### config.mk
export PLATFORM = sky130hd
export DESIGN_NAME = bia_find
export DESIGN_NICKNAME = d
export VERILOG_FILES = /design/src/hdl/bitmap_id_allocator_unit_macros.svh /design/src/hdl/bia_find.sv
export SDC_FILE = /design/constraint.sdc
export NUM_CORES = 1
export LEC_CHECK = 0
export ABC_CLOCK_PERIOD_IN_PS = 4610
export BUFFER_PORTS_ARGS = -buffer_cell sky130_fd_sc_hd__buf_2
export CAP_MARGIN = 25
export CORE_MARGIN = 3
export CORE_UTILIZATION = 46
export DETAILED_ROUTE_END_ITERATION = 7
export PLACE_DENSITY = 0.9
export SETUP_SLACK_MARGIN = 0.3
export SLEW_MARGIN = 20
export SYNTH_ARGS = -nofsm -noshare
export SYNTH_HDL_FRONTEND = slang
export SYNTH_SLANG_ARGS = --single-unit
### constraint.sdc
create_clock -name vclk -period 4.61
set_input_delay 0.461 -clock vclk [all_inputs]
set_output_delay 0.461 -clock vclk [all_outputs]
set_load 0.05 [all_outputs]
### src/hdl/bitmap_id_allocator_unit_macros.svh
// ----------------------------------------------------------------------------
// Assertion macros for the bitmap identifier allocator
// Shared concurrent assertion forms, clocked and disabled during reset.
// ----------------------------------------------------------------------------
`ifndef BITMAP_ID_ALLOCATOR_UNIT_MACROS_SVH
`define BITMAP_ID_ALLOCATOR_UNIT_MACROS_SVH

// The condition must never hold at a clock edge outside reset.
`define BIA_ASSERT_NEVER(label, clk, rst_n, cond, msg) \
  label: assert property (@(posedge clk) disable iff (!rst_n) !(cond)) \
    else $error(msg);

// Whenever the antecedent holds, the consequent holds in the same cycle.
`define BIA_ASSERT_IMPLIES(label, clk, rst_n, ante, cons) \
  label: assert property (@(posedge clk) disable iff (!rst_n) (ante) |-> (cons)) \
    else $error("implication failed");

`endif

### src/hdl/bia_find.sv
`timescale 1ns / 1ps
// ----------------------------------------------------------------------------
// Lowest clear bit finder
// Flags a full word and locates its lowest clear bit as a one-hot mask and index.
// ----------------------------------------------------------------------------
module bia_find #(
  parameter int unsigned WORD_BITS = 64
) (
  input  logic [WORD_BITS-1:0]         word_i,
  output logic                         full_o,
  output logic [WORD_BITS-1:0]         onehot_o,
  output logic [$clog2(WORD_BITS)-1:0] idx_o
);

  localparam int unsigned BIT_W = $clog2(WORD_BITS);

  // Adding one ripples through the trailing ones and lands on the lowest zero.
  assign full_o   = &word_i;
  assign onehot_o = ~word_i & (word_i + WORD_BITS'(1));

  always_comb begin
    idx_o = '0;
    for (int i = 0; i < WORD_BITS; i++) begin
      if (onehot_o[i]) begin
        idx_o = idx_o | BIT_W'(i);
      end
    end
  end

endmodule

==> flow_summary.yaml <==
cts:
  ctsResizeCount: 0
  post_cts_buffers: 0
  postCtsHoldBufs: 0
final_layout:
  clock_buffers: 0
  final_common_cell: "buf_2"
  seq_area_sq_um: 0
  final_cell_mix: "135 x buf_2, 34 x nor2_1, 26 x inv_1, 25 x nor3_1, 23 x nand3_1"
  area_growth_syn_to_layout_pct: 38.8
  multi_input_area_sq_um: 1620
  drive_above_1_share_pct: 41.3
  fin_area_sq_um: 2470
  nets: 473
  antenna_cells: 0
  seq_cells: 0
  fillers: 353
timing:
  tightest_slew_ns: 0.728
  rsz0062_at_grt: "no"
  setup_viol: 0
  clock.fmax_mhz: 287
  final-hold-violation-count: 0
  report.final.slew_viol_count: 0
  fin_crit_sh_pct: 75.5
  slew_headroom_pct: 51.1
  min_period_ns: 3.48
  setup_tns_ns: 0
drt:
  wl_um: 7790
  drc_errors: 0
  wire_per_inst_um: 17.2
  drt_iter0_drc: 312
  firstDrtPassIters: 5
  vias_per_cell: 6.39
  ant_nets: 0
  vias: 2895
floorplanning:
  core_area_sq_um: 3520
  dieWidth_um: 68.2
  floorplan.rows: 21
  die_h_um: 68.2
  num_io_pins: 135
  die-area_sq_um: 4650
  initial_utilization_pct: 50.5
critical_path:
  worst-path-max-fanout: 13
  end_kind: "output port"
  start_kind: "primary input"
  setup.worst_path.start: "word_i[2]"
  cp_data_arrival_time_ns: 3.02
  path_class: "primary input to output port"
  cp.required_ns: 4.15
  endpoint: "idx_o[3]"
flow_run:
  drv_cap: 0
power_and_ir_drop:
  irDropWorstVdd_mv: 0.0320
  pwr_density_cell_nw_per_um2: 43.9
  leakagePower_nw: 1.32
grt:
  gr-total-overflow: 0
  grt_pass1_wl_um: 12000
  antenna_found_initial: 0
  grt_max_degree: 17
  grt_pass1_vias: 2654
  track_usage_pct: 32.6
place:
  placed_area_sq_um: 2470
  port-buffer-count: 135
  gp_congestion: 0.943
  hpwl_um: 6440
yosys:
  ys_seq_area_share_pct: 0
  yosysWarnings: 0
  syn-cell-area_sq_um: 1780
  synth.net_count: 342
  ys_types: 48
  avgSynthCellArea_sq_um: 6.40
  syn_inst: 278
run_status:
  status: "complete, no violations"
hold_path:
  min_path_type: "primary input to output port"
==> cell type report <==
type	count	area share, %
Inverter	26	3.95
Timing Repair Buffer	137	28.0
Tap cell	46	2.33
Multi-Input combinational cell	244	65.7
==> cells by family (layout without fill, tap and decap cells) <==
logic type / count (synthesis) / count (layout) / share of synthesized area (%)
AOI/OAI and AO/OA: 30 / 30 / 11.8
buffers and inverters: 34 / 163 / 8.73
and+or+nand+nor: 214 / 214 / 79.5
==> routing by layer <==
metal / global-route usage (%) / wire length [um] / vias to the layer above
met1: 40.9 / 3060 / 1307
met2: 55.7 / 3640 / 220
met4: 8.93 / 174 / 0
li1: - / - / 1343
met5: 0 / 0 / -
met3: 6.73 / 925 / 25
==> power by group <==
group / internal, mW / total (mW) / switching, mW
clock: 0 / 0 / 0
combinational: 0.0366 / 0.108 / 0.0718
sequential: 0 / 0 / 0
total: 0.0366 / 0.108 / 0.0718
==> worst min-delay path by stage <==
stage                   end       start  cells after the start
2_1_floorplan  onehot_o[50]  word_i[50]                      1
3_3_place_gp   onehot_o[36]  word_i[36]                      3
3_5_place_dp   onehot_o[11]  word_i[11]                      3
4_1_cts        onehot_o[11]  word_i[11]                      3
5_1_grt        onehot_o[36]  word_i[36]                      3
6_report       onehot_o[36]  word_i[36]                      3
==> synthesized netlist by cell type (all sizes together), types with 3 or more instances <==
master  instances  area share (%)
a211oi          3             1.3
a21oi           8             2.3
a31oi           4             1.4
and3            3             1.1
buf             8             3.2
inv            26             5.5
nand2          23             5.3
nand2b          3             1.1
nand3          26             8.6
nand3b          5             2.1
nand4          28              14
nand4b          8             3.9
nor2           35             7.5
nor2b           4             1.4
nor3           27             8.9
nor3b          10             4.8
nor4           29              15
o21ai           4             1.1
or3             4             1.7
==> metrics by stage <==
step / setup WS (ns) / utilization (%) / std cells / power, mW / hold slack (ns)
2_1_floorplan: 0.678 / - / 278 / 0.0468 / 0.988
3_3_place_gp: 1.25 / 70.1 / 453 / 0.104 / 1.27
3_5_place_dp: 1.17 / 70.1 / 453 / 0.106 / 1.27
4_1_cts: 1.17 / 70.1 / 453 / 0.107 / 1.28
5_1_grt: 0.916 / 70.1 / 453 / 0.118 / 1.29
6_report: 1.13 / 70.1 / 453 / 0.108 / 1.28
==> worst max-delay path, cell delays in order <==
cell and delay, ns:
buf_2 0.11, nand4_2 0.34, nor4_4 0.68, nand4_2 0.49
nor4_4 0.44, nor2_1 0.09, nand4_1 0.12, buf_2 0.28
Note: power is estimated with default switching activity, not from simulation.
