### src/hdl/bitmap_id_allocator_unit_macros.svh
// ----------------------------------------------------------------------------
// Assertion macros for the bitmap identifier allocator
// Shared concurrent assertion forms, clocked and disabled during reset.
// ----------------------------------------------------------------------------
`ifndef BITMAP_ID_ALLOCATOR_UNIT_MACROS_SVH
`define BITMAP_ID_ALLOCATOR_UNIT_MACROS_SVH

// The condition must never hold at a clock edge outside reset.
`define BIA_ASSERT_NEVER(label, clk, rst_n, cond, msg) \
  label: assert property (@(posedge clk) disable iff (!rst_n) !(cond)) \
    else $error(msg);

// Whenever the antecedent holds, the consequent holds in the same cycle.
`define BIA_ASSERT_IMPLIES(label, clk, rst_n, ante, cons) \
  label: assert property (@(posedge clk) disable iff (!rst_n) (ante) |-> (cons)) \
    else $error("implication failed");

`endif

### src/hdl/bia_pkg.sv
`timescale 1ns / 1ps
// ----------------------------------------------------------------------------
// Bitmap identifier allocator package
// Field widths, operation codes and status codes shared by the interface, splitter, allocator and testbench.
// ----------------------------------------------------------------------------
package bia_pkg;

  localparam int unsigned ID_W     = 16;
  localparam int unsigned STATUS_W = 2;

  // Shift of the fixed-point reciprocal used to split an identifier.
  localparam int unsigned DIV_SHIFT = 24;

  localparam logic OP_ALLOC   = 1'b0;
  localparam logic OP_RELEASE = 1'b1;

  localparam logic [STATUS_W-1:0] STATUS_GRANTED      = 2'd0;
  localparam logic [STATUS_W-1:0] STATUS_EXHAUSTED    = 2'd1;
  localparam logic [STATUS_W-1:0] STATUS_RELEASED     = 2'd2;
  localparam logic [STATUS_W-1:0] STATUS_ZERO_IGNORED = 2'd3;

endpackage

### src/hdl/bia_split.sv
`timescale 1ns / 1ps
// ----------------------------------------------------------------------------
// Identifier splitter
// Two-stage divide of an identifier by the word size into word and bit index.
// ----------------------------------------------------------------------------
module bia_split #(
  parameter int unsigned WORD_BITS = 64
) (
  input  logic                         clk_i,
  input  logic                         rst_ni,
  input  logic                         start_i,
  input  logic [bia_pkg::ID_W-1:0]     id_i,
  output logic                         done_o,
  output logic [bia_pkg::ID_W-1:0]     word_o,
  output logic [$clog2(WORD_BITS)-1:0] bit_o
);

  localparam int unsigned BIT_W    = $clog2(WORD_BITS);
  localparam int unsigned DIV_MULT = (1 << bia_pkg::DIV_SHIFT) / WORD_BITS;
  localparam int unsigned PROD_W   = 40;

  logic                       stage1_q;
  logic                       done_q;
  logic [bia_pkg::ID_W-1:0]   id_q;
  logic [bia_pkg::ID_W-1:0]   quot_q;
  logic [bia_pkg::ID_W-1:0]   word_q;
  logic [BIT_W-1:0]           bit_q;
  logic [PROD_W-1:0]          prod;
  logic [31:0]                back;
  logic [31:0]                rem;

  // The truncated reciprocal undershoots the quotient by at most one.
  assign prod = PROD_W'(id_i) * PROD_W'(DIV_MULT);
  assign back = 32'(quot_q) * 32'(WORD_BITS);
  assign rem  = 32'(id_q) - back;

  always_ff @(posedge clk_i or negedge rst_ni) begin
    if (!rst_ni) begin
      stage1_q <= 1'b0;
      done_q   <= 1'b0;
    end else begin
      stage1_q <= start_i;
      done_q   <= stage1_q;
    end
  end

  always_ff @(posedge clk_i) begin
    if (start_i) begin
      id_q   <= id_i;
      quot_q <= prod[bia_pkg::DIV_SHIFT +: bia_pkg::ID_W];
    end
    if (stage1_q) begin
      if (rem >= 32'(WORD_BITS)) begin
        word_q <= quot_q + bia_pkg::ID_W'(1);
        bit_q  <= BIT_W'(rem - 32'(WORD_BITS));
      end else begin
        word_q <= quot_q;
        bit_q  <= BIT_W'(rem);
      end
    end
  end

  assign done_o = done_q;
  assign word_o = word_q;
  assign bit_o  = bit_q;

endmodule

### config.mk
export PLATFORM = sky130hd
export DESIGN_NAME = bia_split
export DESIGN_NICKNAME = d
export VERILOG_FILES = /design/src/hdl/bitmap_id_allocator_unit_macros.svh /design/src/hdl/bia_pkg.sv /design/src/hdl/bia_split.sv
export SDC_FILE = /design/constraint.sdc
export NUM_CORES = 1
export LEC_CHECK = 0
export BUFFER_PORTS_ARGS = -buffer_cell sky130_fd_sc_hd__buf_2
export CAP_MARGIN = 20
export CORE_MARGIN = 3
export CORE_UTILIZATION = 45
export DETAILED_ROUTE_END_ITERATION = 12
export PLACE_DENSITY = 0.75
export SLEW_MARGIN = 20
export SYNTH_ARGS = -nofsm -noshare
export SYNTH_HDL_FRONTEND = slang
export SYNTH_SLANG_ARGS = --single-unit
export TNS_END_PERCENT = 5
### constraint.sdc
create_clock -name clk_i -period 2.52 [get_ports clk_i]
set_input_delay 0.126 -clock clk_i [delete_from_list [all_inputs] [get_ports clk_i]]
set_output_delay 0.126 -clock clk_i [all_outputs]
set_load 0.005 [all_outputs]
==> impl_metrics.ini <==
[global_routing]
grt_pass1_vias = 539
overflow = 0
grt_max_degree = 18
track_usage = 0.1263
antenna_found_initial = 0
grt_pass1_wl_um = 2332

[sta]
hold_viol_final = 0
slew_headroom = 0.5986
max_slew.worst_pin.slew_ns = 0.6020
min_period_over_period = 0.4349
max_freq_mhz = 912.4
finalSetupViolCount = 0
finalClockSkew_ns = 0.004970
slew_viol_final = 0
rsz0062_at_grt = false
fin_crit_ns = 1.096
setup_tns_ns = 0

[logic_synthesis]
synth_cells = 41
synth_area_leaders = edfxtp_1, dfrtp_1, buf_4, conb_1
synth-edff-count = 32
synth_seq_area_share = 0.9540
synthArstFlopShare = 0.05882
syn_avg_cell_area_um2 = 25.85
netlist-cell-type-count = 4
syn-cell-area_mm2 = 0.001060
synth_commonest_cells = edfxtp_1, buf_4, dfrtp_1
ys_seq_elements = 34
synthFlopType = edfxtp_1
yosysMostFrequentCell = edfxtp_1
synth_top_area_cell = edfxtp_1
ys_warn_count = 0
synth_top_area_frac = 0.9067

[route]
vias_per_cell = 4.302
ant_nets = 0
drc = 0
wl_per_cell_um = 12.55
wl_um = 1581
drt_pass1_iterations = 2
drt_iter0_drc = 2
num_vias = 542

[clock_tree]
post_cts_resized = 0
worstSkewPairLatency_ns = 0.31
cts-root-buf = clkbuf_4
htree_levels = 2
cts_inserted_buffers = 5
clkSinkCount = 34
clkTransAtPathRegs_ns = 0.08
cts_buffer_depth = 2
cts_tree = built

[placed_design]
placed_area_mm2 = 0.001242
port_buffers = 35
placedCellCount = 102
gp_congestion = 0.6265

[die]
io_pins = 42
fp-row-count = 16
core_mm2 = 0.002102
dieArea_mm2 = 0.002974
die-width_um = 54.53
initial_core_util = 0.5042
die_h_um = 54.53

[power_and_ir_drop]
powerDensity_mw_per_mm2 = 688.2
leakage_nw = 0.5900
finalPower_mw = 1.003
intPower_uw = 817.9
power_switching_uw = 185.3
p_sw_frac = 0.1847
clock_power_share = 0.248
p_comb_frac = 0.068
seqPwrFrac = 0.685
vdd_drop_max_v = 0.0004462

[worst_setup_path]
arrival_ns = 1.04
startpoint_type = register
endpoint_kind = register
worstSetupPathType = register to register
cp_max_fo = 17
required_ns = 2.47

[final_layout]
antennaDiodeCount = 0
final_util = 0.6935
area_growth_pct = 37.54
final_area_mm2 = 0.001458
drive_above_1_share = 0.4040
fin_nets = 118
final_cells = 126
fill_cells = 133

[run]
maxCapViolCount = 0

[worst_hold_path]
hold_class = input port to asynchronous set/reset pin

[run_status]
status = finished clean
==> flip-flops by register name, indices dropped and copies added, names as in the netlist <==
signal	count
id_q	16
word_o	10
bit_o	6
done_o	1
stage1_q	1
==> stage by stage <==
stage,hold slack (ns),setup WS (ns)
floorplan,-0.1696,1.524
global placement,-0.08530,1.448
detailed placement,-0.08118,1.416
CTS,0.1041,1.413
global route,0.09306,1.365
finish,0.1167,1.424
==> cell type report <==
type                            instances  area [µm²]  share of cell area
Clock buffer                            7       45.04             0.03090
Multi-Input combinational cell          6       22.52             0.01545
Timing Repair Buffer                   52       345.3              0.2369
Sequential cell                        34        1011              0.6936
Tap cell                               27       33.78             0.02318
==> final timing paths <==
kind,startpoint,endpoint,slack (ns),depth (start not counted)
worst max-delay path,stage1_q$_DFF_PN0_,bit_o[1]$_DFFE_PP_,1.42,0
worst min-delay path,rst_ni,stage1_q$_DFF_PN0_,0.12,2
worst max register to register,stage1_q$_DFF_PN0_,bit_o[1]$_DFFE_PP_,1.42,0
worst min register to register,id_q[0]$_DFFE_PP_,bit_o[0]$_DFFE_PP_,0.42,0
max in group asynchronous,rst_ni,done_o$_DFF_PN0_,2.30,2
min in group clk_i,start_i,stage1_q$_DFF_PN0_,0.13,1
==> cells in the final DEF (no fill, tap or decap) <==
cell type,count
buf_2,35
clkbuf_1,2
clkbuf_4,5
conb_1,6
dfrtp_1,2
dlygate4sd3_1,17
edfxtp_1,32
==> cells by family after synthesis <==
group / Yosys count / synth area share
flip-flops: 34 / 0.9540
other: 1 / 0.003539
buffers and inverters: 6 / 0.04250
==> power groups by stage <==
stage | sequential [mW] | clock (mW) | combinational (mW)
after floorplan | 0.700 | 0 | 0.00869
after global placement | 0.697 | 0 | 0.0470
after detailed placement | 0.700 | 0 | 0.0480
after CTS | 0.688 | 0.265 | 0.0685
after global routing | 0.692 | 0.285 | 0.0769
final | 0.687 | 0.249 | 0.0679
==> metal layers <==
metal	wire length [µm]	share of wire	vias up	track usage
met5	0	0	-	0
met1	525	0.33	252	0.1138
li1	-	-	258	-
met2	920	0.58	30	0.2390
met3	122	0.077	2	0.04087
met4	12	0.0076	0	0.07469
==> repair_timing <==
item,CTS,global route
setup buffers,0,0
endpoints found under the setup margin,0,0
hold buffers,17,0
hold endpoints to repair,18,0
Note: power is estimated with default switching activity, not from simulation.
